### config.mk
export PLATFORM = sky130hd
export DESIGN_NAME = eabb_window
export DESIGN_NICKNAME = d
export VERILOG_FILES = /design/src/rtl/eabb_pkg.sv /design/src/rtl/eabb_window.sv
export SDC_FILE = /design/constraint.sdc
export NUM_CORES = 1
export LEC_CHECK = 0
export BUFFER_PORTS_ARGS = -buffer_cell sky130_fd_sc_hd__buf_2
export CORE_MARGIN = 2
export CORE_UTILIZATION = 40
export DETAILED_ROUTE_END_ITERATION = 8
export HOLD_SLACK_MARGIN = 0.08
export PLACE_DENSITY_LB_ADDON = 0.15
export SLEW_MARGIN = 10
export SYNTH_ARGS = -nofsm -noshare
export SYNTH_HDL_FRONTEND = slang
export SYNTH_SLANG_ARGS = --single-unit
### constraint.sdc
create_clock -name clk -period 5.5 [get_ports clk]
set_clock_uncertainty 0.1 [all_clocks]
set_input_delay 0.55 -clock clk [delete_from_list [all_inputs] [get_ports clk]]
set_output_delay 0.55 -clock clk [all_outputs]
set_load 0.005 [all_outputs]
### src/rtl/eabb_pkg.sv
package eabb_pkg;

  localparam int MAX_WIDTH  = 1024;
  localparam int MAX_HEIGHT = 4096;

  localparam int COL_W      = $clog2(MAX_WIDTH);
  localparam int WIDTH_W    = 11;
  localparam int HEIGHT_W   = 13;
  localparam int ROW_W      = HEIGHT_W;
  localparam int CFG_DATA_W = (WIDTH_W > HEIGHT_W) ? WIDTH_W : HEIGHT_W;
  localparam int CFG_IDX_W  = 2;

  localparam logic [CFG_IDX_W-1:0] REG_FRAME_WIDTH  = 2'd0;
  localparam logic [CFG_IDX_W-1:0] REG_FRAME_HEIGHT = 2'd1;

  localparam logic [WIDTH_W-1:0]  WIDTH_RESET  = 11'd1024;
  localparam logic [HEIGHT_W-1:0] HEIGHT_RESET = 13'd768;

  localparam int CH_W        = 8;
  localparam int CSUM_W      = 10;
  localparam int TSUM_W      = 12;
  localparam int RECIP_W     = 15;
  localparam int RECIP_SHIFT = 16;
  localparam int PROD_W      = TSUM_W + RECIP_W;

  // Reciprocals scaled by 2**16, rounded up; exact for every sum that can occur.
  localparam logic [RECIP_W-1:0] RECIP_4 = 15'd16384;
  localparam logic [RECIP_W-1:0] RECIP_6 = 15'd10923;
  localparam logic [RECIP_W-1:0] RECIP_9 = 15'd7282;

  localparam logic [TSUM_W-1:0] BIAS_4 = 12'd2;
  localparam logic [TSUM_W-1:0] BIAS_6 = 12'd3;
  localparam logic [TSUM_W-1:0] BIAS_9 = 12'd4;

  typedef struct packed {
    logic [CH_W-1:0] red;
    logic [CH_W-1:0] green;
    logic [CH_W-1:0] blue;
  } pix_t;

  typedef struct packed {
    logic [CSUM_W-1:0] red;
    logic [CSUM_W-1:0] green;
    logic [CSUM_W-1:0] blue;
  } csum_t;

  typedef struct packed {
    logic [TSUM_W-1:0] red;
    logic [TSUM_W-1:0] green;
    logic [TSUM_W-1:0] blue;
  } tsum_t;

  typedef struct packed {
    pix_t upper;
    pix_t middle;
  } line_pair_t;

  typedef struct packed {
    logic [COL_W-1:0] col;
    logic             first_col;
    logic             left_mask;
    logic             top_mask;
    logic             bot_mask;
    logic             produce;
    logic             row_edge;
    logic             col_edge;
    logic             last;
  } item_info_t;

endpackage

### src/rtl/eabb_window.sv
module eabb_window (
  input  logic                 clk,
  input  logic                 shift_en,
  input  eabb_pkg::item_info_t info,
  input  eabb_pkg::line_pair_t pair,
  input  eabb_pkg::pix_t       pix,
  output eabb_pkg::tsum_t      sum,
  output logic                 row_edge,
  output logic                 col_edge,
  output logic                 last
);
  import eabb_pkg::*;

  function automatic csum_t col_add(input pix_t a, input pix_t b, input pix_t c);
    csum_t s;
    s.red   = CSUM_W'(a.red)   + CSUM_W'(b.red)   + CSUM_W'(c.red);
    s.green = CSUM_W'(a.green) + CSUM_W'(b.green) + CSUM_W'(c.green);
    s.blue  = CSUM_W'(a.blue)  + CSUM_W'(b.blue)  + CSUM_W'(c.blue);
    return s;
  endfunction

  function automatic tsum_t win_add(input csum_t a, input csum_t b, input csum_t c);
    tsum_t s;
    s.red   = TSUM_W'(a.red)   + TSUM_W'(b.red)   + TSUM_W'(c.red);
    s.green = TSUM_W'(a.green) + TSUM_W'(b.green) + TSUM_W'(c.green);
    s.blue  = TSUM_W'(a.blue)  + TSUM_W'(b.blue)  + TSUM_W'(c.blue);
    return s;
  endfunction

  // The window keeps only column sums: col_a_r is two columns back,
  // col_b_r one column back.
  csum_t col_a_r;
  csum_t col_b_r;
  csum_t new_col;
  csum_t left_col;
  pix_t  top_pix;
  pix_t  bot_pix;
  tsum_t total;

  tsum_t sum_r;
  logic  row_edge_r;
  logic  col_edge_r;
  logic  last_r;

  always_comb begin
    top_pix  = info.top_mask ? '0 : pair.upper;
    bot_pix  = info.bot_mask ? '0 : pix;
    new_col  = col_add(top_pix, pair.middle, bot_pix);
    left_col = info.left_mask ? '0 : col_a_r;
    // At column zero the finished pixel is the last of the previous row,
    // whose right neighbor lies outside the frame.
    if (info.first_col) begin
      total = win_add(col_a_r, col_b_r, '0);
    end else begin
      total = win_add(left_col, col_b_r, new_col);
    end
  end

  always_ff @(posedge clk) begin
    if (shift_en) begin
      col_a_r    <= col_b_r;
      col_b_r    <= new_col;
      sum_r      <= total;
      row_edge_r <= info.row_edge;
      col_edge_r <= info.col_edge;
      last_r     <= info.last;
    end
  end

  assign sum      = sum_r;
  assign row_edge = row_edge_r;
  assign col_edge = col_edge_r;
  assign last     = last_r;

endmodule

==> results.md <==
- Initial DRC count: 376
- Largest net degree at the start of global routing: 59
- Maximum VDD drop: between 150 and 200 uV
- WL per Instance: about 15 microns
- GR peak layer: met2
- Die Span X: 150 microns
- Global route total overflow: 0
- Post-CTS resize count: 0
- Met3 Use GR: under 10%
- Layout cells sized above 1: around 17%
- Post-Place Cells: between 1000 and 1500
- Total CTS buffers: 9
- Sw Ratio: 40.2%
- WL final: 18300 microns
- Critical Path AT: about 4.9 ns
- Hold Path Class: primary input to register
- Post-Layout Cell Count: between 1000 and 1500
- Critical Path Source Type: primary input
- Comb power frac: between 50 and 60%
- Slew @ Worst Pin: approximately 0.76 ns
- Clk pin slew, worst setup/hold paths: 0.07 ns
- Ys Warns: 0
- CTS Hold Bufs: 0
- Core box area: 0.0210 sq mm
- Switch Pwr: ~1.7 mW
- Layout net count: 1176
- Outcome: completed
- Critical Path Fanout Max: 8
- Hold Vio Cnt, Final: 0
- TNS Setup: 0 ns
- Crit Path Class: primary input to register
- Drt drc: 0
- Critical path required time: 5.50 ns
- Top-Level Pins: ~130
- Syn Nets: ~1100
- Sequential share of power: between 20% and 30%
- Root Buffer: clkbuf_16
- Post CTS Setup Buffer Count: 0
- Synth Flop Type: edfxtp_1
- Worst setup EP type: register
- WHS: between 0.2 and 0.3 ns
- Max-cap violations: 0
- Clk_lat worst skew: between 0.3 and 0.4 ns
- Initial Util: between 40% and 50%
- Final Wtd Congestion: roughly 0.85
- Die height: between 150 and 200 microns
- GRT met2 Usage: a little under a third
- First-pass GRT wire length: 30600 microns
- Post-Synthesis Cell Area: ~0.0085 sq mm
- Worst slew margin: about half
- Unrepaired setup endpoints after global routing: false
- Flops & latches, synth: ~100
- Sequential area share after synthesis: a little over a third
- Clk network pwr share: 15.0%
- Max-slew violations: 0
- Clock period minus final worst setup slack: 4.92 ns
- Synth cell types: ~50
- TritonCTS clock tree: yes
- Maximum root-to-sink buffer count: 2
- N_diodes: 0
- Vias in the first global route: 6216
- Ys async rst share: 0%
- Post-DP HPWL: between 10000 and 15000 microns
- Via density: roughly 5.0
- EDFF count, synth: roughly 100
- Fin area: between 0.009 and 0.01 sq mm
- Initial antenna violation count: 0
- Total GRT Usage: 17.5%
- GR Util met1: between 20% and 30%
- Final setup fails: 0
- Pwr dens: between 400 and 500 mW/mm^2
- Row cnt: 53
- Tcrit/Tclk final: 89.5%
- DR pass1 iterations: 6
- Mean post-synth cell area: between 10 and 15 sq um
- Max Fclk: roughly 200 MHz
- Most frequent cells in the layout: buf_2 (118), inv_1 (112), edfxtp_1 (99)
- Antenna viol nets, final: 0
- Total power: around 4.2 mW
- Pint: between 2 and 3 mW
- DR vias: a little over 6000
- Num Clock Sinks: 99
- Leak: 4.50 nW
- Area growth syn-to-layout: 14.7%
- Dpl cell area: roughly 0.0095 sq mm
- DIE AREA: 0.0225 sq mm
- H-tree Lvls: 3
- Cells after Synth: around 820
- Port buffer count: 119
- Most common cell after layout, fill and taps aside: buf_2
## logic make-up (layout without fill, tap and decap cells)
| group | Yosys count | after routing | synth area share (%) |
|---|---|---|---|
| mux | 6 | 6 | 0.747 |
| compound gates | 180 | 180 | 13.9 |
| flops | 99 | 99 | 34.8 |
| buf+inv | 127 | 257 | 5.59 |
| fa+ha+maj | 141 | 141 | 26.2 |
| xor+xnor | 46 | 46 | 4.72 |
| simple gates | 218 | 218 | 14.1 |
## metrics by stage
stage          utilization (%)  worst slack [ns]
2_1_floorplan                -             0.666
3_5_place_dp              45.3             0.198
4_1_cts                   46.6             0.564
5_1_grt                   46.6             0.254
3_3_place_gp              45.3             0.200
6_report                  46.6             0.576
## cell type report
cell class	instances	area, sq um
inverter	113	424
clock inverter	5	55.1
timing repair buffer	129	686
clock buffer	10	229
sequential	99	2970
tap	275	344
fill	1986	11200
multi-input combinational	591	5090
## path summary, 6_finish.rpt
path	start	to	slack, ns	cells past startpoint
hold / removal	info[1]	col_edge	0.28	1
setup reg to reg	col_b_r[11]	sum[19]	2.37	11
hold reg to reg	col_b_r[5]	col_a_r[5]	0.39	0
setup / recovery	info[4]	sum[8]	0.58	20
## cell usage after synthesis, types with 5 or more instances
cell | instances | area share (%)
a211oi_1 | 9 | 0.79
a21o_1 | 32 | 2.8
a21oi_1 | 59 | 3.5
a31oi_1 | 5 | 0.37
clkbuf_1 | 11 | 0.48
edfxtp_1 | 99 | 35
fa_1 | 63 | 15
ha_1 | 78 | 11
inv_1 | 112 | 4.9
nand2_1 | 29 | 1.3
nand2b_1 | 50 | 3.7
nand3_1 | 10 | 0.59
nand4_1 | 13 | 0.95
nor2_1 | 31 | 1.4
nor2b_1 | 55 | 4.0
nor3_1 | 8 | 0.47
o211ai_1 | 6 | 0.53
o21a_1 | 7 | 0.62
o21ai_0 | 28 | 1.6
or3_1 | 9 | 0.66
xnor2_1 | 21 | 2.2
xor2_1 | 25 | 2.6
## power by group through the flow
stage / sequential (mW) / combinational [mW] / clock [mW]
after global routing: 1.21 / 2.75 / 0.683
final: 1.18 / 2.39 / 0.631
after global placement: 1.20 / 2.39 / 0
after CTS: 1.19 / 2.41 / 0.653
after floorplan: 1.20 / 1.77 / 0
after detailed placement: 1.20 / 2.39 / 0
## state kept, by name (all words and copies together) (netlist names)
register	count
col_a_r	30
col_b_r	30
col_edge	1
last	1
row_edge	1
sum	36
## critical path, stage by stage
cell,delay (ns)
buf_2,0.19
buf_12,0.17
nand2b_1,0.15
fa_1,0.48
inv_1,0.04
ha_1,0.21
fa_1,0.40
a21o_1,0.19
a21oi_1,0.20
nor2b_1,0.08
o31a_1,0.27
a21o_1,0.18
fa_1,0.50
inv_1,0.04
ha_1,0.36
a21oi_1,0.32
nor3_1,0.08
a31oi_1,0.17
nand3b_1,0.11
a211o_1,0.23
## per-layer routing
| metal | wire length [microns] | vias to the layer above |
|---|---|---|
| met5 | 0 | - |
| met4 | 254 | 0 |
| met2 | 8950 | 116 |
| li1 | - | 3104 |
| met3 | 754 | 14 |
| met1 | 8330 | 2926 |
No activity file was read; power rests on OpenSTA's default activity.
