### src/rtl/eabb_pkg.sv
package eabb_pkg;

  localparam int MAX_WIDTH  = 1024;
  localparam int MAX_HEIGHT = 4096;

  localparam int COL_W      = $clog2(MAX_WIDTH);
  localparam int WIDTH_W    = 11;
  localparam int HEIGHT_W   = 13;
  localparam int ROW_W      = HEIGHT_W;
  localparam int CFG_DATA_W = (WIDTH_W > HEIGHT_W) ? WIDTH_W : HEIGHT_W;
  localparam int CFG_IDX_W  = 2;

  localparam logic [CFG_IDX_W-1:0] REG_FRAME_WIDTH  = 2'd0;
  localparam logic [CFG_IDX_W-1:0] REG_FRAME_HEIGHT = 2'd1;

  localparam logic [WIDTH_W-1:0]  WIDTH_RESET  = 11'd1024;
  localparam logic [HEIGHT_W-1:0] HEIGHT_RESET = 13'd768;

  localparam int CH_W        = 8;
  localparam int CSUM_W      = 10;
  localparam int TSUM_W      = 12;
  localparam int RECIP_W     = 15;
  localparam int RECIP_SHIFT = 16;
  localparam int PROD_W      = TSUM_W + RECIP_W;

  // Reciprocals scaled by 2**16, rounded up; exact for every sum that can occur.
  localparam logic [RECIP_W-1:0] RECIP_4 = 15'd16384;
  localparam logic [RECIP_W-1:0] RECIP_6 = 15'd10923;
  localparam logic [RECIP_W-1:0] RECIP_9 = 15'd7282;

  localparam logic [TSUM_W-1:0] BIAS_4 = 12'd2;
  localparam logic [TSUM_W-1:0] BIAS_6 = 12'd3;
  localparam logic [TSUM_W-1:0] BIAS_9 = 12'd4;

  typedef struct packed {
    logic [CH_W-1:0] red;
    logic [CH_W-1:0] green;
    logic [CH_W-1:0] blue;
  } pix_t;

  typedef struct packed {
    logic [CSUM_W-1:0] red;
    logic [CSUM_W-1:0] green;
    logic [CSUM_W-1:0] blue;
  } csum_t;

  typedef struct packed {
    logic [TSUM_W-1:0] red;
    logic [TSUM_W-1:0] green;
    logic [TSUM_W-1:0] blue;
  } tsum_t;

  typedef struct packed {
    pix_t upper;
    pix_t middle;
  } line_pair_t;

  typedef struct packed {
    logic [COL_W-1:0] col;
    logic             first_col;
    logic             left_mask;
    logic             top_mask;
    logic             bot_mask;
    logic             produce;
    logic             row_edge;
    logic             col_edge;
    logic             last;
  } item_info_t;

endpackage

### src/rtl/eabb_divide.sv
module eabb_divide (
  input  logic            clk,
  input  logic            en,
  input  eabb_pkg::tsum_t sum,
  input  logic            row_edge,
  input  logic            col_edge,
  input  logic            last,
  output eabb_pkg::pix_t  mean,
  output logic            mean_last
);
  import eabb_pkg::*;

  function automatic logic [CH_W-1:0] scaled_div(input logic [TSUM_W-1:0] s,
                                                 input logic [TSUM_W-1:0] bias,
                                                 input logic [RECIP_W-1:0] recip);
    logic [PROD_W-1:0] prod;
    prod = PROD_W'(s + bias) * PROD_W'(recip);
    return prod[RECIP_SHIFT +: CH_W];
  endfunction

  logic [TSUM_W-1:0]  bias;
  logic [RECIP_W-1:0] recip;
  pix_t               mean_r;
  logic               mean_last_r;

  // Corners average four pixels, other border pixels six, the rest nine.
  always_comb begin
    case ({row_edge, col_edge})
      2'b11: begin
        bias  = BIAS_4;
        recip = RECIP_4;
      end
      2'b10, 2'b01: begin
        bias  = BIAS_6;
        recip = RECIP_6;
      end
      default: begin
        bias  = BIAS_9;
        recip = RECIP_9;
      end
    endcase
  end

  always_ff @(posedge clk) begin
    if (en) begin
      mean_r.red   <= scaled_div(sum.red, bias, recip);
      mean_r.green <= scaled_div(sum.green, bias, recip);
      mean_r.blue  <= scaled_div(sum.blue, bias, recip);
      mean_last_r  <= last;
    end
  end

  assign mean      = mean_r;
  assign mean_last = mean_last_r;

endmodule

### config.mk
export PLATFORM = sky130hd
export DESIGN_NAME = eabb_divide
export DESIGN_NICKNAME = d
export VERILOG_FILES = /design/src/rtl/eabb_pkg.sv /design/src/rtl/eabb_divide.sv
export SDC_FILE = /design/constraint.sdc
export NUM_CORES = 1
export LEC_CHECK = 0
export ABC_AREA = 1
export BUFFER_PORTS_ARGS = -buffer_cell sky130_fd_sc_hd__buf_4
export CAP_MARGIN = 20
export CORE_MARGIN = 5
export CORE_UTILIZATION = 35
export DETAILED_ROUTE_END_ITERATION = 16
export GPL_TIMING_DRIVEN = 0
export SLEW_MARGIN = 20
export SYNTH_ARGS = -nofsm -noshare
export SYNTH_HDL_FRONTEND = slang
export SYNTH_SLANG_ARGS = --single-unit
### constraint.sdc
create_clock -name clk -period 9.9 [get_ports clk]
set_clock_uncertainty 0.1 [all_clocks]
set_input_delay 1.485 -clock clk [delete_from_list [all_inputs] [get_ports clk]]
set_output_delay 1.485 -clock clk [all_outputs]
set_load 0.01 [all_outputs]
==> results.cfg, run 1 <==
[outcome]
run_status = completed

[synthesis]
syn-instance-count = 2038
synth_edf_count = 25
synth-main-ff-cell = edfxtp_1
synth_fp_nets = 2595
netlist_area_um2 = 15900
ys_seq_area_share_pct = 4.73
yosysTopAreaCell = fa_1
synthTopCellsByArea = fa_1, ha_1, inv_1
ys_warn_count = 0
async_reset_ff_share_pct = 0
synthTopCellsByCount = inv_1, nand2_1, fa_1, ha_1, nor2_1
synth.avg_cell_area_um2 = 7.80
yosysMostFrequentCell = inv_1
ys_types = 37
synth_seq_cells = 25
yosysTopAreaCellShare_pct = 36.5

[worst_setup_path]
cp_slowest_stage_delay_ps = 550
cp_slowest_cell = fa_1
crit_path_start = row_edge
worst_setup_path_end_kind = flop
path_max_fanout = 7
cpMostUsedCell = nand2_1
start_kind = input pin
crit_end = mean[15]$_DFFE_PP_
critPathKind = input pin to flop
critPathArrivalTime_ps = 8260
worstPathRequired_ps = 9860

[floorplan]
num_rows = 78
die_area_um2 = 49800
start_util_pct = 35.2
die_w_um = 223
ios = 66
coreArea_um2 = 45200
die_y_um = 223

[routing]
drtIter0Drc = 752
drtPass1Iterations = 5
detail-route-antenna-nets = 0
via_per_inst = 4.61
detail_route.wl_per_cell_um = 15.7
vias = 12474
drc = 0
wirelength_um = 42500

[grt]
grt_overflow = 0
track_usage_pct = 17.7
antenna_found_initial = 0
grt_max_degree = 26
grt_pass1_wl_um = 70400
grt_pass1_vias = 13357

[sta]
fin_crit_ps = 8300
fin_tns_setup_ps = 0
worst_slew_pin_slew_ps = 827
hold_viol = 0
setup_slack_ps = 1600
drv_slew = 0
fmax_ghz = 0.120
rsz0062_at_grt = false
period_share_pct = 83.8
setup_viol = 0
timing.slew.headroom_pct = 44.9

[placement]
port_buffers = 65
pre_cts_slack_ps = 1230
place.gp.congestion = 0.909
place_area_um2 = 17100
hpwl_um = 38800

[pwr]
vdd_drop_max_v = 0.000189
leakage_uw = 0.00975
powerDensity_nw_per_um2 = 328
total_power_uw = 5640

[final_layout]
final_area_um2 = 17200
seq_area_um2 = 751
drive_gt1_share_pct = 6.31
insertedDiodeCount = 0
area_delta_synth_final_pct = 8.32
multiInputGateArea_um2 = 12500
nFillCells = 4732
nets = 2665
utilization_pct = 38.1

[clocking]
post-cts-setup-buffer-count = 0
clk_pin_slew_ps = 100
htreeDepth = 1
clockBufferDepth = 2
cts_tree = yes
clockRootBuffer = clkbuf_16
cts_made_buffers = 3
clock-sinks = 25
cts_hold_buf = 0
post_cts_resized = 0

[flow_run]
cap_violations = 0

[hold_path]
hold_path_class = input pin to flop
-- critical path: cells and delay by family --
kind | cells | cell delay [ps]
adder cells (fa/ha/maj) | 9 | 4050
AND/OR/NAND/NOR | 15 | 1980
buffers and inverters | 8 | 570
AO/OA/AOI/OAI | 1 | 160
-- layout make-up --
class / instances / area share [%]
clock inverter: 1 / 0.0436
clock buffer: 3 / 0.436
tap: 600 / 4.36
sequential: 25 / 4.36
buffer: 16 / 0.538
inverter: 680 / 14.9
multi-input combinational: 1317 / 72.6
timing repair buffer: 65 / 2.84
-- per-layer routing --
metal / track usage [%] / wire length, um / vias up
li1: - / - / 6128
met2: 30.2 / 20300 / 256
met4: 3.70 / 838 / 0
met3: 1.89 / 1810 / 44
met5: 0 / 0 / -
met1: 24.5 / 19600 / 6046
-- how the worst min path moves through the flow --
stage / startpoint / endpoint / slack (ps) / depth (start not counted)
2_1_floorplan: last / mean_last$_DFFE_PP_ / 1480 / 0
3_3_place_gp: last / mean_last$_DFFE_PP_ / 1560 / 1
3_5_place_dp: last / mean_last$_DFFE_PP_ / 1560 / 1
4_1_cts: last / mean_last$_DFFE_PP_ / 1250 / 1
5_1_grt: last / mean_last$_DFFE_PP_ / 1250 / 1
6_report: last / mean_last$_DFFE_PP_ / 1260 / 1
-- placed cells by master (no fill, tap or decap), types with 3 or more instances in the layout --
cell type  Yosys  final
a21boi_0       3      3
a21o_1         9      9
a21oi_1       50     50
a31oi_1        5      5
buf_4          2     67
buf_6          3      3
clkbuf_1       9      9
clkbuf_16      0      3
edfxtp_1      25     25
fa_1         290    290
ha_1         226    226
inv_1        671    671
inv_2          8      8
nand2_1      291    291
nand2_2       17     17
nand3_1       78     78
nand3_2        5      5
nand3b_1       4      4
nand4_1       24     24
nor2_1       175    175
nor2_2        10     10
nor2_4         5      5
nor3_1        18     18
nor4_1         4      4
o21a_1         4      4
o21ai_0       29     29
o21bai_1      11     11
or2_2          6      6
xnor2_1       24     24
xor2_1        21     21
-- state kept, by name, summed over array words and instances, names as in the netlist --
| name | count |
|---|---|
| mean | 24 |
| mean_last | 1 |
-- cell families after synthesis --
| kind of cell | share of synthesized area, % |
|---|---|
| flip-flops | 4.73 |
| buffers and inverters | 16.7 |
| adder cells (fa/ha/maj) | 54.3 |
| AO/OA/AOI/OAI | 4.30 |
| XOR/XNOR | 2.48 |
| AND/OR/NAND/NOR | 17.5 |
-- stage by stage --
step           hold WS (ps)  instances
2_1_floorplan          1480       2038
3_3_place_gp           1560       2703
3_5_place_dp           1560       2703
4_1_cts                1250       2707
5_1_grt                1250       2707
6_report               1260       2707
-- power breakdown --
group / total (uW) / internal (uW) / switching [uW]
Combinational: 5210 / 1940 / 3270
Clock: 117 / 55.9 / 60.7
Sequential: 306 / 290 / 16.6
Total: 5640 / 2290 / 3350
No activity file was read; power rests on OpenSTA's default activity.
==> run 2, diff against run 1 <==
==> constraint.sdc (replaced) <==
create_clock -name clk -period 7.6 [get_ports clk]
set_clock_uncertainty 0.1 [all_clocks]
set_input_delay 1.14 -clock clk [delete_from_list [all_inputs] [get_ports clk]]
set_output_delay 1.14 -clock clk [all_outputs]
set_load 0.01 [all_outputs]
==> results.cfg, run 2 (synthesis gave the netlist of run 1 again) <==
[outcome]
run_status = completed

[final_layout]
nets = 2671
final_common_cell = inv_1
largest_reg_flops = 24
multiInputGateArea_um2 = 12800
drive_gt1_share_pct = 9.23
final_cell_mix = inv_1, fa_1, nand2_1, ha_1, nor2_1
insertedDiodeCount = 0
seq_area_um2 = 751
utilization_pct = 38.8
area_delta_synth_final_pct = 10.4
nFillCells = 4712

[floorplan]
start_util_pct = 35.2
die_w_um = 223
die_y_um = 223
ios = 66
coreArea_um2 = 45200
die_area_um2 = 49800
num_rows = 78

[pwr]
leakage_uw = 0.00983
powerDensity_nw_per_um2 = 432
vdd_drop_max_v = 0.000280

[grt]
grt_pass1_wl_um = 70400
grt_pass1_vias = 13366
track_usage_pct = 17.7
antenna_found_initial = 0
grt_max_degree = 26
grt_overflow = 0

[routing]
detail_route.wl_per_cell_um = 15.8
drtPass1Iterations = 6
detail-route-antenna-nets = 0
drtIter0Drc = 739
vias = 12543
wirelength_um = 42900
via_per_inst = 4.62
drc = 0

[worst_setup_path]
path_max_fanout = 10
critPathArrivalTime_ps = 7230
path_buf_inv = 11
worst_setup_path_end_kind = flop
cpMostUsedCell = nand2_1
worstPathRequired_ps = 7560
critPathKind = input pin to flop
cp_slowest_stage_delay_ps = 550
crit_family = adder cells
start_kind = input pin
cp_slowest_cell = fa_1

[placement]
hpwl_um = 38800
port_buffers = 65
place.gp.congestion = 0.909

[sta]
worst_slew_pin_slew_ps = 855
fin_tns_setup_ps = 0
fin_crit_ps = 7280
period_share_pct = 95.7
hold_viol = 0
setup_viol = 0
whs_ps = 916
drv_slew = 0
timing.slew.headroom_pct = 43.0
fmax_ghz = 0.137
rsz0062_at_grt = true

[clocking]
clock-sinks = 25
cts_hold_buf = 0
clk_pin_slew_ps = 100
htreeDepth = 1
cts_tree = yes
cts_made_buffers = 3
clockRootBuffer = clkbuf_16
clockBufferDepth = 2

[flow_run]
cap_violations = 0

[hold_path]
hold_path_class = input pin to flop
-- run 2: cell count changes in the layout (fill, tap and decap cells not counted), moves of 6 or more --
cell    change
nor2_2     +19
ha_2        +6
ha_1        -9
nor2_1     -23
-- run 2: final cells by class --
class                      count  share of cell area [%]
tap                          600                    4.28
sequential                    25                    4.28
inverter                     680                    14.6
buffer                        16                   0.599
clock inverter                 1                  0.0428
multi-input combinational   1317                    72.7
timing repair buffer          71                    3.04
clock buffer                   3                   0.428
-- run 2: repair_timing --
item / CTS / global route
endpoints found under the hold margin: 0 / 0
pin swaps: 0 / 15
resized for setup: 10 / 65
setup buffers: 0 / 6
setup endpoints to repair: 7 / 18
-- run 2: report_power, final --
part           internal (uW)  switching [uW]
Combinational           2630            4400
Clock                   72.7            78.6
Sequential               378            21.8
Total                   3080            4500
-- run 2: through the flow --
stage / instances / total power [uW] / setup WS, ps / instance area, um2
2_1_floorplan: 2038 / 5480 / 625 / 15900
3_3_place_gp: 2703 / 7230 / -700 / 17100
3_5_place_dp: 2703 / 7240 / -724 / 17100
4_1_cts: 2707 / 7460 / -27.4 / 17200
5_1_grt: 2713 / 8780 / -57.2 / 17500
6_report: 2713 / 7580 / 324 / 17500
-- run 2: final timing paths --
path | depth (start not counted) | to | startpoint
min | 1 | mean_last$_DFFE_PP_ | last
max | 37 | mean[15]$_DFFE_PP_ | row_edge
-- run 2: per-layer routing --
layer,global-route usage (%),vias up,routed length (um)
li1,-,6151,-
met1,24.5,6097,19600
met2,30.2,249,20600
met3,1.88,46,1790
met4,3.70,0,934
met5,0,-,0
==> run 3, diff against run 2 <==
--- a/config.mk
+++ b/config.mk
@@ -5,7 +5,6 @@
 export SDC_FILE = /design/constraint.sdc
 export NUM_CORES = 1
 export LEC_CHECK = 0
-export ABC_AREA = 1
 export BUFFER_PORTS_ARGS = -buffer_cell sky130_fd_sc_hd__buf_4
 export CAP_MARGIN = 20
 export CORE_MARGIN = 5
==> results.cfg, run 3 <==
[outcome]
run_status = completed

[hold_path]
hold_path_class = input pin to flop

[floorplan]
die_y_um = 213
num_rows = 74
start_util_pct = 35.4
coreArea_um2 = 40900
die_area_um2 = 45600
ios = 66
die_w_um = 213

[clocking]
clock-sinks = 25
cts_made_buffers = 3
clockRootBuffer = clkbuf_16
cts_hold_buf = 0
htreeDepth = 1
clockBufferDepth = 2
cts_tree = yes
clk_pin_slew_ps = 80

[worst_setup_path]
cp_slowest_cell = fa_2
crit_end = mean[23]$_DFFE_PP_
critPathKind = input pin to flop
critPathArrivalTime_ps = 7370
crit_path_start = row_edge
cp_num_cells = 30
worstPathRequired_ps = 7540
crit_family = adder cells
path_buf_inv = 8
start_kind = input pin
cp_slowest_stage_delay_ps = 620
worst_setup_path_end_kind = flop
path_max_fanout = 7

[final_layout]
insertedDiodeCount = 0
utilization_pct = 41.0
fin_cells = 2202
nets = 2228
final_cell_mix = inv_1, fa_1, ha_1, buf_4, xnor2_1
final_common_cell = inv_1
drive_gt1_share_pct = 14.7
area_delta_synth_final_pct = 15.8
largest_reg_flops = 24

[synthesis]
synthTopCellsByCount = inv_1, fa_1, ha_1, xnor2_1, nor2b_1
syn-instance-count = 1558
yosysMostFrequentCell = inv_1
yosysTopAreaCellShare_pct = 40.1
synth-main-ff-cell = edfxtp_1
ys_seq_area_share_pct = 5.18
synth_fp_nets = 2115
synth_seq_cells = 25
synthTopCellsByArea = fa_1, ha_1, inv_1
synth.avg_cell_area_um2 = 9.30
synth_edf_count = 25
ys_warn_count = 0
yosysTopAreaCell = fa_1
async_reset_ff_share_pct = 0
ys_types = 68
netlist_area_um2 = 14500

[routing]
via_per_inst = 4.56
drc = 0
vias = 10039
detail-route-antenna-nets = 0
drtIter0Drc = 392
wirelength_um = 37200
drtPass1Iterations = 5
detail_route.wl_per_cell_um = 16.9

[sta]
hold_viol = 0
fmax_ghz = 0.135
rsz0062_at_grt = true
setup_viol = 0
fin_crit_ps = 7430
timing.slew.headroom_pct = 42.6
drv_slew = 0
period_share_pct = 97.8
setup_slack_ps = 170
worst_slew_pin_slew_ps = 860

[placement]
port_buffers = 65
hpwl_um = 32900
dp.cells = 2155
place.gp.congestion = 0.940
pre_cts_slack_ps = -1280

[flow_run]
cap_violations = 0

[grt]
grt_max_degree = 26
grt_overflow = 0
track_usage_pct = 17.0
grt_pass1_vias = 11229
antenna_found_initial = 4
grt_pass1_wl_um = 60100

[pwr]
powerDensity_nw_per_um2 = 365
leakage_uw = 0.00895
vdd_drop_max_v = 0.000259
## run 3: cell types whose count changed after synthesis, moves of 10 or more
cell	before	now
nand2_1	291	46
nor2_1	175	41
inv_1	671	547
nand3_1	78	14
nor2b_1	0	52
xnor2_1	24	64
nand2b_1	0	33
a21oi_1	50	24
and2_1	1	23
nand4_1	24	2
o21ai_0	29	10
nand2_2	17	0
and3_1	0	13
o21bai_1	11	1
## run 3: cell families after synthesis
| logic type | share of synthesized area (%) |
|---|---|
| adders and majority gates | 59.6 |
| DFF | 5.18 |
| xor gates and xnor gates | 5.64 |
| and+or+nand+nor | 10.2 |
| AOI/OAI and AO/OA | 4.28 |
| buffers and inverters | 14.9 |
| muxes | 0.173 |
## run 3: power by group
group	switching [uW]	leakage, uW	internal [uW]
Sequential	20.7	0.000245	384
Combinational	3030	0.00867	2550
Clock	74.3	0.0000371	72.6
## run 3: worst min-delay path by stage
stage	from	to	cells after the start
2_1_floorplan	last	mean_last$_DFFE_PP_	0
3_3_place_gp	last	mean_last$_DFFE_PP_	1
3_5_place_dp	last	mean_last$_DFFE_PP_	1
4_1_cts	last	mean_last$_DFFE_PP_	1
5_1_grt	last	mean_last$_DFFE_PP_	1
6_report	last	mean_last$_DFFE_PP_	1
## run 3: cell type report
| class | count | area (um2) |
|---|---|---|
| sequential | 25 | 751 |
| clock inverter | 1 | 7.51 |
| tap | 532 | 666 |
| multi-input combinational | 962 | 12200 |
| timing repair buffer | 109 | 868 |
| inverter | 549 | 2070 |
| buffer | 21 | 129 |
| clock buffer | 3 | 75.1 |
| fill | 4120 | 24200 |
## run 3: through the flow
stage / TNS, ps / total power (uW) / hold slack (ps) / cell area, um2
floorplan: 0 / 4140 / 1140 / 14500
global placement: -18560 / 5290 / 1220 / 15700
detailed placement: -19980 / 5410 / 1220 / 15700
CTS: 0 / 5920 / 915 / 16300
global route: -184 / 7060 / 910 / 16800
finish: 0 / 6120 / 927 / 16800
## run 3: timing repair
item,CTS,global route
pin swaps,41,53
gates resized for setup,79,69
setup endpoints to repair,24,21
buffers inserted,25,19
## run 3: layer usage
metal,vias up,track usage (%),part of all wire (%)
li1,4791,-,-
met1,5004,22.4,44
met3,63,2.08,3.6
met2,173,29.3,49
met5,-,0,0.14
met4,8,5.70,3.6
