--- src/rtl/eabb_pkg.sv ---
package eabb_pkg;

  localparam int MAX_WIDTH  = 1024;
  localparam int MAX_HEIGHT = 4096;

  localparam int COL_W      = $clog2(MAX_WIDTH);
  localparam int WIDTH_W    = 11;
  localparam int HEIGHT_W   = 13;
  localparam int ROW_W      = HEIGHT_W;
  localparam int CFG_DATA_W = (WIDTH_W > HEIGHT_W) ? WIDTH_W : HEIGHT_W;
  localparam int CFG_IDX_W  = 2;

  localparam logic [CFG_IDX_W-1:0] REG_FRAME_WIDTH  = 2'd0;
  localparam logic [CFG_IDX_W-1:0] REG_FRAME_HEIGHT = 2'd1;

  localparam logic [WIDTH_W-1:0]  WIDTH_RESET  = 11'd1024;
  localparam logic [HEIGHT_W-1:0] HEIGHT_RESET = 13'd768;

  localparam int CH_W        = 8;
  localparam int CSUM_W      = 10;
  localparam int TSUM_W      = 12;
  localparam int RECIP_W     = 15;
  localparam int RECIP_SHIFT = 16;
  localparam int PROD_W      = TSUM_W + RECIP_W;

  // Reciprocals scaled by 2**16, rounded up; exact for every sum that can occur.
  localparam logic [RECIP_W-1:0] RECIP_4 = 15'd16384;
  localparam logic [RECIP_W-1:0] RECIP_6 = 15'd10923;
  localparam logic [RECIP_W-1:0] RECIP_9 = 15'd7282;

  localparam logic [TSUM_W-1:0] BIAS_4 = 12'd2;
  localparam logic [TSUM_W-1:0] BIAS_6 = 12'd3;
  localparam logic [TSUM_W-1:0] BIAS_9 = 12'd4;

  typedef struct packed {
    logic [CH_W-1:0] red;
    logic [CH_W-1:0] green;
    logic [CH_W-1:0] blue;
  } pix_t;

  typedef struct packed {
    logic [CSUM_W-1:0] red;
    logic [CSUM_W-1:0] green;
    logic [CSUM_W-1:0] blue;
  } csum_t;

  typedef struct packed {
    logic [TSUM_W-1:0] red;
    logic [TSUM_W-1:0] green;
    logic [TSUM_W-1:0] blue;
  } tsum_t;

  typedef struct packed {
    pix_t upper;
    pix_t middle;
  } line_pair_t;

  typedef struct packed {
    logic [COL_W-1:0] col;
    logic             first_col;
    logic             left_mask;
    logic             top_mask;
    logic             bot_mask;
    logic             produce;
    logic             row_edge;
    logic             col_edge;
    logic             last;
  } item_info_t;

endpackage

--- src/rtl/eabb_ctrl.sv ---
module eabb_ctrl (
  input  logic                           clk,
  input  logic                           rst_n,
  input  logic                           cfg_we,
  input  logic [eabb_pkg::CFG_IDX_W-1:0]  cfg_index,
  input  logic [eabb_pkg::CFG_DATA_W-1:0] cfg_wdata,
  input  logic                           in_fire,
  input  logic                           in_kind,
  output logic                           take,
  output eabb_pkg::item_info_t           info
);
  import eabb_pkg::*;

  logic [WIDTH_W-1:0]  width_r, width_nxt;
  logic [HEIGHT_W-1:0] height_r, height_nxt;
  logic [COL_W-1:0]    col_r, col_nxt;
  logic [ROW_W-1:0]    row_r, row_nxt;

  logic [WIDTH_W-1:0]  width_raw;
  logic [HEIGHT_W-1:0] height_raw;
  logic [ROW_W-1:0]    h_plus1;
  logic [ROW_W-1:0]    row_inc;
  logic [WIDTH_W-1:0]  col_inc;
  logic                row_lt_h;
  logic                col_is0;
  logic                col_is1;
  logic                row_ge2;
  logic                cfg_hit;

  assign width_raw  = cfg_wdata[WIDTH_W-1:0];
  assign height_raw = cfg_wdata[HEIGHT_W-1:0];
  assign cfg_hit    = cfg_we && (cfg_index == REG_FRAME_WIDTH || cfg_index == REG_FRAME_HEIGHT);

  assign h_plus1  = ROW_W'(height_r) + ROW_W'(1);
  assign row_inc  = row_r + ROW_W'(1);
  assign col_inc  = {1'b0, col_r} + WIDTH_W'(1);
  assign row_lt_h = row_r < ROW_W'(height_r);
  assign col_is0  = (col_r == '0);
  assign col_is1  = (col_r == COL_W'(1));
  assign row_ge2  = (row_r >= ROW_W'(2));

  // A drain item is dropped while pixels of the frame are still expected.
  assign take = !(row_lt_h && in_kind);

  // An item at column zero finishes the right edge of the row two above;
  // any other item finishes the pixel up and to the left of it.
  always_comb begin
    info.col       = col_r;
    info.first_col = col_is0;
    info.left_mask = col_is1;
    info.top_mask  = !row_ge2;
    info.bot_mask  = !row_lt_h;
    info.produce   = (row_r != '0) && (!col_is0 || row_ge2);
    info.row_edge  = col_is0 ? (row_r == ROW_W'(2) || row_r == h_plus1)
                             : (row_r == ROW_W'(1) || row_r == ROW_W'(height_r));
    info.col_edge  = col_is0 || col_is1;
    info.last      = col_is0 && (row_r == h_plus1);
  end

  always_comb begin
    width_nxt  = width_r;
    height_nxt = height_r;
    col_nxt    = col_r;
    row_nxt    = row_r;
    if (cfg_hit) begin
      if (cfg_index == REG_FRAME_WIDTH) begin
        if (width_raw < WIDTH_W'(2)) begin
          width_nxt = WIDTH_W'(2);
        end else if (width_raw > WIDTH_W'(MAX_WIDTH)) begin
          width_nxt = WIDTH_W'(MAX_WIDTH);
        end else begin
          width_nxt = width_raw;
        end
      end else begin
        if (height_raw < HEIGHT_W'(2)) begin
          height_nxt = HEIGHT_W'(2);
        end else if (height_raw > HEIGHT_W'(MAX_HEIGHT)) begin
          height_nxt = HEIGHT_W'(MAX_HEIGHT);
        end else begin
          height_nxt = height_raw;
        end
      end
      col_nxt = '0;
      row_nxt = '0;
    end else if (in_fire && take) begin
      if (col_inc >= width_r) begin
        col_nxt = '0;
        row_nxt = row_inc;
      end else begin
        col_nxt = col_inc[COL_W-1:0];
      end
      if (info.last || row_nxt > h_plus1) begin
        col_nxt = '0;
        row_nxt = '0;
      end
    end
  end

  always_ff @(posedge clk) begin
    if (!rst_n) begin
      width_r  <= WIDTH_RESET;
      height_r <= HEIGHT_RESET;
      col_r    <= '0;
      row_r    <= '0;
    end else begin
      width_r  <= width_nxt;
      height_r <= height_nxt;
      col_r    <= col_nxt;
      row_r    <= row_nxt;
    end
  end

endmodule

--- config.mk ---
export PLATFORM = sky130hd
export DESIGN_NAME = eabb_ctrl
export DESIGN_NICKNAME = d
export VERILOG_FILES = /design/src/rtl/eabb_pkg.sv /design/src/rtl/eabb_ctrl.sv
export SDC_FILE = /design/constraint.sdc
export NUM_CORES = 1
export LEC_CHECK = 0
export BUFFER_PORTS_ARGS = -buffer_cell sky130_fd_sc_hd__buf_2
export CAP_MARGIN = 20
export CORE_MARGIN = 10
export CORE_UTILIZATION = 35
export CTS_BUF_LIST = sky130_fd_sc_hd__clkbuf_8
export DETAILED_ROUTE_END_ITERATION = 7
export HOLD_SLACK_MARGIN = 0.15
export PLACE_DENSITY_LB_ADDON = 0.2
export SETUP_SLACK_MARGIN = 0.2
export SYNTH_ARGS = -nofsm -noshare
export SYNTH_HDL_FRONTEND = slang
export SYNTH_SLANG_ARGS = --single-unit
--- constraint.sdc ---
create_clock -name clk -period 13.3 [get_ports clk]
set_input_delay 1.33 -clock clk [delete_from_list [all_inputs] [get_ports clk]]
set_output_delay 1.33 -clock clk [all_outputs]
set_load 0.03 [all_outputs]
==> results by group, run 1 <==
Floorplanning
  – Die Wd: ~130 µm
  – Total die area: roughly 16000 µm²
  – Die Y: around 130 µm
  – Top-Level Pins: 39
  – Initial core utilization: 36.2%
  – FP Rows: 38
  – Core region area: 11000 µm²

Synth
  – Async set-reset flop share out of synthesis: 0%
  – Most frequent cell after synthesis: dfxtp_1
  – Mux cell area share after synthesis: 0.252%
  – Number of synthesis warnings: 0
  – EDFF count, synth: 0
  – XOR/XNOR Fraction of Synth Area: under 10%
  – Post-synthesis compound-gate area fraction: roughly a fifth
  – Mapped Area: around 4000 µm²
  – Simple-gate share of the synthesized area: roughly 29%
  – Largest family of logic cells by synthesized area: simple AND/OR/NAND/NOR gates
  – Ys flop type: dfxtp_1
  – Area contributors post-synth: dfxtp_1 24%, ha_1 14%, xnor2_1 5.3%
  – Synth Area in Adders: 14.2%
  – Synth cell types: between 50 and 60
  – Area leader, netlist: dfxtp_1
  – FF+latch count, synth: 47
  – Sequential area share after synthesis: between 20% and 30%
  – Mapped Avg Cell Area: roughly 8 µm²
  – Syn Nets: 563
  – Post-synth top area share: 23.7%
  – Commonest cells in the netlist: 47 x dfxtp_1, 46 x nand2_1, 45 x ha_1
  – Cells after synthesis: 498

Finish
  – Final Util: between 30% and 40%
  – Layout fillers: around 1100
  – Area delta synth->final: 8.81%
  – Design area: between 4000 and 5000 µm²
  – Share of cells above drive strength 1: between 10% and 20%
  – N_diodes: 0
  – Nets@finish: between 500 and 600

Detailed routing
  – First DRT Iteration DRCs: between 200 and 250
  – Remaining DRCs: 0
  – Routed wire length: 12100 µm
  – WL/cell: 18.3 µm
  – Drt pass-1 iters: 5
  – Vias: approximately 3800
  – Routed vias/inst: 5.71
  – Post-DRT Antenna Nets: 0

Placement
  – DP Area: 4240 µm²
  – Routability Congestion: 1.01
  – Dpl hpwl: about 9500 µm
  – Port Buf Inserts: 38

CTS
  – CTS tree: done
  – Num CTS Buffers: 5
  – Root Driver: clkbuf_8
  – H-tree levels: 2
  – Sink Count: 47
  – CTS clock-pin slew for the worst setup and hold paths: ~0.10 ns
  – CTS-repair resized insts: 0
  – Clock Latency Late Sink: a little over 0.3 ns
  – CTS Hold Buffers Added: 0
  – CTS max path bufs: 2
  – Setup Buffers After CTS: 0

Worst setup path
  – Flop2flop setup slack: about 7.7 ns
  – Kind of critical path: flop to flop
  – Worst EP arrival: slightly below 6 ns
  – R2R depth: 23
  – Worst R2R End: row_r[4]
  – Crit path max fanout: 11
  – RR Startpoint: col_r[0]
  – WP data required: between 10 and 15 ns
  – CP Launch Type: flop
  – Crit. End Element: flop

STA
  – RSZ-0062 raised after global routing: no
  – Worst Hold Slack: about 0.53 ns
  – Fmax: 180 MHz
  – Worst-case clock skew: approximately 0.0057 ns
  – Slew headroom: a little under three fifths
  – Max Transition Viols Final: 0
  – Final Hold Viols: 0
  – Final setup fails: 0
  – Setup TNS: 0 ns
  – Min Clock Period, post-route: 5.55 ns
  – Worst-Margin Slew: 0.673 ns
  – Final worst path period share: approximately two fifths

Hold path
  – Hold-critical path depth: 2
  – WHS Endpoint: width_r[9]
  – Hold path start: width_r[9]
  – Worst hold path class: flop to flop

GRT
  – First-pass GRT wire length: a little under 20000 µm
  – Vias in the first global route: around 3600
  – Antenna violations before repair: 0
  – Total GRT Usage: 14.6%
  – Largest net degree at the start of global routing: 26
  – Gr ovfl total: 0

Pwr
  – Power density cells: between 60 and 70 nW/µm²
  – Leakage power: about 1.8 nW
  – VDD IR max: approximately 0.040 mV

Run status
  – Outcome: finished clean

Job
  – Maxcap violations: 0
[registers in the layout, indices dropped and copies added (netlist names)]
name / flops
width_r: 11
col_r: 10
height_r: 13
row_r: 13
[report_power, final]
part	total (mW)	internal (mW)	switching, mW
registers	0.146	0.143	0.00297
logic	0.0403	0.0150	0.0253
clock network	0.0925	0.0378	0.0547
[how the worst max path moves through the flow]
stage             start  endpoint  slack, ns  cells after the start
3_5_place_dp   col_r[0]  row_r[4]       7.82                     23
2_1_floorplan  col_r[0]  row_r[4]       8.19                     24
4_1_cts        col_r[0]  row_r[4]       7.78                     23
6_report       col_r[0]  row_r[4]       7.75                     23
5_1_grt        col_r[0]  row_r[4]       7.28                     23
3_3_place_gp   col_r[0]  row_r[7]       8.00                     23
[through the flow]
stage	std cells	total power [mW]	worst slack, ns
detailed placement	653	0.189	7.82
floorplan	498	0.175	8.19
global route	661	0.291	7.28
finish	661	0.278	7.75
global placement	653	0.189	8.00
CTS	661	0.281	7.78
[layer usage]
metal / up-vias / part of all wire (%) / GRT usage, %
met5: - / 0 / 0
met4: 0 / 1.9 / 3.75
met3: 14 / 5.9 / 2.83
met2: 132 / 45 / 23.1
met1: 1768 / 47 / 19.6
li1: 1861 / - / -
[layout make-up]
class | instances | area (µm²) | area share, %
clock inverters | 3 | 22.5 | 0.520
well taps | 140 | 175 | 4.05
multi-input cells | 394 | 2800 | 64.6
clock buffers | 5 | 68.8 | 1.59
flip-flops and latches | 47 | 941 | 21.7
repair buffers | 40 | 205 | 4.74
inverters | 32 | 120 | 2.78
[critical path, cell delays in order (launching register included)]
cell      delay, ns
dfxtp_1        0.46
ha_1           0.24
nand3_1        0.13
nor2_1         0.30
nand3_1        0.14
xnor2_1        0.24
ha_1           0.29
a21oi_1        0.15
nor2_1         0.06
a211oi_1       0.17
o21ai_0        0.13
buf_4          0.19
and2_0         0.25
nand3_1        0.21
xnor2_1        0.10
ha_1           0.33
and3_1         0.19
o21ai_0        0.08
a31oi_1        0.09
or3_1          0.34
a31oi_1        0.45
and2_1         0.48
nand2_2        0.20
o31ai_1        0.24
[placed cells by master (no fill, tap or decap), types with 6 or more instances in the layout]
cell,synthesis,final
nor3b_1,6,6
o21ai_0,17,17
inv_1,32,32
a22oi_1,15,15
xnor2_1,24,24
nand3_1,24,24
xor2_1,10,10
a21oi_1,21,21
or2_2,6,6
dfxtp_1,47,47
and3_1,14,14
buf_2,1,38
nand2_1,46,46
nor2_1,18,18
or4_1,7,7
and2_1,8,8
a22o_1,6,6
nor3_1,9,9
ha_1,45,45
a31oi_1,8,8
nand4_1,13,13
nor2b_1,25,25
[cell families (layout without fill, tap and decap cells)]
logic type | after synthesis | in the layout
multiplexers | 1 | 1
AO/OA/AOI/OAI | 105 | 105
XOR/XNOR | 35 | 35
adder cells (fa/ha/maj) | 45 | 45
AND/OR/NAND/NOR | 208 | 208
flip-flops | 47 | 47
buffers and inverters | 57 | 80
Power figures use the tool's default switching activity.
==> run 2: changes to the inputs <==
--- a/config.mk
+++ b/config.mk
@@ -5,6 +5,7 @@
 export SDC_FILE = /design/constraint.sdc
 export NUM_CORES = 1
 export LEC_CHECK = 0
+export ABC_AREA = 1
 export BUFFER_PORTS_ARGS = -buffer_cell sky130_fd_sc_hd__buf_2
 export CAP_MARGIN = 20
 export CORE_MARGIN = 10
==> constraint.sdc (replaced) <==
create_clock -name clk -period 5.2 [get_ports clk]
set_input_delay 0.52 -clock clk [delete_from_list [all_inputs] [get_ports clk]]
set_output_delay 0.52 -clock clk [all_outputs]
set_load 0.03 [all_outputs]
==> run 2 against run 1 <==
  * Clock power increased to 2.7 times the previous value
  * Critical path depth increased by 6
  * Via count increased by 9.0%
  * Critical path type unchanged
  * Largest power group unchanged
  * Routed wire length increased by 0.11%
==> results by group, run 2 <==
Synth
  – Async set-reset flop share out of synthesis: 0% (unchanged)
  – Synth cell types: 41 (-29%)
  – Mapped Avg Cell Area: 6.59 µm² (-18%)
  – Sequential area share after synthesis: 22.4% (-1.2 points)
  – FF+latch count, synth: 47 (unchanged)
  – Syn Nets: 702 (+25%)
  – Most frequent cell after synthesis: nand2_1
  – Cells after synthesis: 637 (+28%)
  – Number of synthesis warnings: 0 (unchanged)
  – Area leader, netlist: dfxtp_1
  – Area contributors post-synth: dfxtp_1 22%, ha_1 13%, nand2_1 13%
  – Post-synth top area share: 22.4% (-1.2 points)
  – Commonest cells in the netlist: 148 x nand2_1, 82 x inv_1, 64 x a21oi_1
  – EDFF count, synth: 0 (unchanged)
  – Mapped Area: 4200 µm² (+5.5%)
  – Ys flop type: dfxtp_1

CTS
  – CTS max path bufs: 2 (unchanged)
  – Clock Latency Late Sink: 0.32 ns (about the same)
  – CTS tree: done
  – CTS Hold Buffers Added: 0 (unchanged)
  – H-tree levels: 2 (unchanged)
  – CTS clock-pin slew for the worst setup and hold paths: 0.10 ns (about the same)
  – Sink Count: 47 (unchanged)
  – Num CTS Buffers: 5 (unchanged)
  – Root Driver: clkbuf_8

STA
  – Worst-case clock skew: 0.0176 ns (+0.0119 ns)
  – Worst Hold Slack: 0.398 ns (-0.129 ns)
  – Max Transition Viols Final: 0 (unchanged)
  – Setup TNS: 0 ns (unchanged)
  – RSZ-0062 raised after global routing: no
  – Final setup fails: 0 (unchanged)
  – Min Clock Period, post-route: 4.42 ns (-1.13 ns)
  – Slew headroom: 34.8% (-20 points)
  – Final worst path period share: 85.0% (+43 points)
  – Fmax: 226 MHz (+26%)
  – Worst-Margin Slew: 0.976 ns (+0.303 ns)
  – Final Hold Viols: 0 (unchanged)

Worst setup path
  – Worst EP arrival: 4.64 ns (-1.14 ns)
  – WP data required: 5.42 ns (-8.10 ns)
  – Kind of critical path: flop to flop
  – CP Launch Type: flop
  – Crit. End Element: flop
  – Slowest stage cell, crit path: dfxtp_4
  – Most frequent cell on the critical path: nand2_1
  – Max stage delay on crit path: 0.41 ns (-0.07 ns)
  – Crit path max fanout: 24 (+13)

Floorplanning
  – Total die area: 16800 µm² (+4.6%)
  – Top-Level Pins: 39 (unchanged)
  – FP Rows: 39 (+2.6%)
  – Core region area: 11600 µm² (+5.3%)
  – Die Y: 129 µm (+2.3%)
  – Initial core utilization: 36.3% (+0.061 points)
  – Die Wd: 129 µm (+2.3%)

GRT
  – First-pass GRT wire length: 20400 µm (+5.4%)
  – Largest net degree at the start of global routing: 26 (unchanged)
  – Gr ovfl total: 0 (unchanged)
  – Vias in the first global route: 4062 (+13%)
  – Total GRT Usage: 14.8% (+0.29 points)
  – Antenna violations before repair: 0 (unchanged)

Detailed routing
  – Post-DRT Antenna Nets: 0 (unchanged)
  – First DRT Iteration DRCs: 312 (+37%)
  – Metal2 WL: 5730 µm (+4.8%)
  – WL/cell: 15.0 µm (-18%)
  – Routed wire length: 12100 µm (+0.11%)
  – Routed vias/inst: 5.09 (-11%)
  – Remaining DRCs: 0 (unchanged)
  – Met3 routed WL: 460 µm (-36%)
  – Max layer used: met4
  – Vias: 4115 (+9.0%)
  – Drt pass-1 iters: 5 (unchanged)
  – Met1 wire length: 5800 µm (+2.4%)

Hold path
  – Worst hold path class: input pin to flop

Finish
  – Design area: 4560 µm² (+5.4%)
  – Commonest cells after routing, fill and taps aside: 148 x nand2_1, 82 x inv_1, 64 x a21oi_1, 52 x nor2_1, 52 x nand3_1
  – N_diodes: 0 (unchanged)
  – Nets@finish: 729 (+25%)
  – Most common cell after layout, fill and taps aside: nand2_1
  – Biggest registers after layout: height_r (13), row_r (13), width_r (11)
  – Area delta synth->final: 8.77% (about the same)
  – Share of cells above drive strength 1: 13.7% (+2.2 points)

Placement
  – Port Buf Inserts: 38 (unchanged)
  – Routability Congestion: 0.928 (-8.1%)
  – Dpl hpwl: 9570 µm (+0.54%)
  – DP Area: 4440 µm² (+4.9%)

Pwr
  – Power density cells: 167 nW/µm² (+160%)
  – VDD IR max: 0.0904 mV (+130%)
  – Leakage power: 1.98 nW (+11%)

Job
  – Maxcap violations: 0 (unchanged)

Run status
  – Outcome: finished clean
## run 2: cell types whose count changed after synthesis, sizes merged, moves of 24 or more
cell / delta
nand3: +40
inv: +52
nand2: +109
nor2b: -25
nor2: +41
xnor2: -24
a21oi: +46
## run 2: what timing repair did
action / CTS / global route
endpoints found under the setup margin: 0 / 23
setup buffers: 0 / 0
resized for setup: 0 / 8
## run 2: cells by family (layout without fill, tap and decap cells)
group	after synthesis	count (layout)	share of synthesized area (%)
simple gates	314	314	34.6
buf+inv	108	136	11.2
compound gates	103	103	13.1
flops	47	47	22.4
fa+ha+maj	45	45	13.4
xor+xnor	20	20	5.22
## run 2: area by class of cell
class,instances,area (µm²)
well taps,143,179
flip-flops and latches,47,946
multi-input cells,482,2790
fillers,1245,7000
clock buffers,5,68.8
repair buffers,41,229
clock inverters,3,22.5
inverters,87,327
## run 2: report_power, final
group | internal, mW | leakage (nW) | switching, mW
clock | 0.0969 | 0.0485 | 0.150
sequential | 0.366 | 0.381 | 0.00940
combinational | 0.0459 | 1.55 | 0.0933
## run 2: through the flow
step,cells,util (%),worst slack (ns),power (mW)
3_3_place_gp,800,38.4,0.763,0.518
4_1_cts,808,39.2,0.478,0.768
2_1_floorplan,637,-,0.839,0.479
3_5_place_dp,800,38.4,0.502,0.520
5_1_grt,808,39.5,0.202,0.804
6_report,808,39.5,0.780,0.762
## run 2: critical path, delay by kind of cell (launching register included)
kind / cells / cell delay [ns]
buffers and inverters: 5 / 0.64
adder cells (fa/ha/maj): 3 / 0.77
flip-flops: 1 / 0.41
AO/OA/AOI/OAI: 4 / 0.49
AND/OR/NAND/NOR: 17 / 2.00
## run 2: worst paths after layout
kind / start / to / slack [ns] / depth (start not counted)
worst max-delay path: col_r[0] / row_r[4] / 0.78 / 29
worst min-delay path: rst_n / width_r[10] / 0.40 / 2
worst max register to register: col_r[0] / row_r[4] / 0.78 / 29
worst min register to register: width_r[4] / width_r[4] / 0.47 / 2
## run 2: per-layer routing
metal,vias up,track usage [%]
met5,-,0
met4,0,3.90
met3,10,2.41
met2,92,25.0
met1,1873,19.3
li1,2140,-
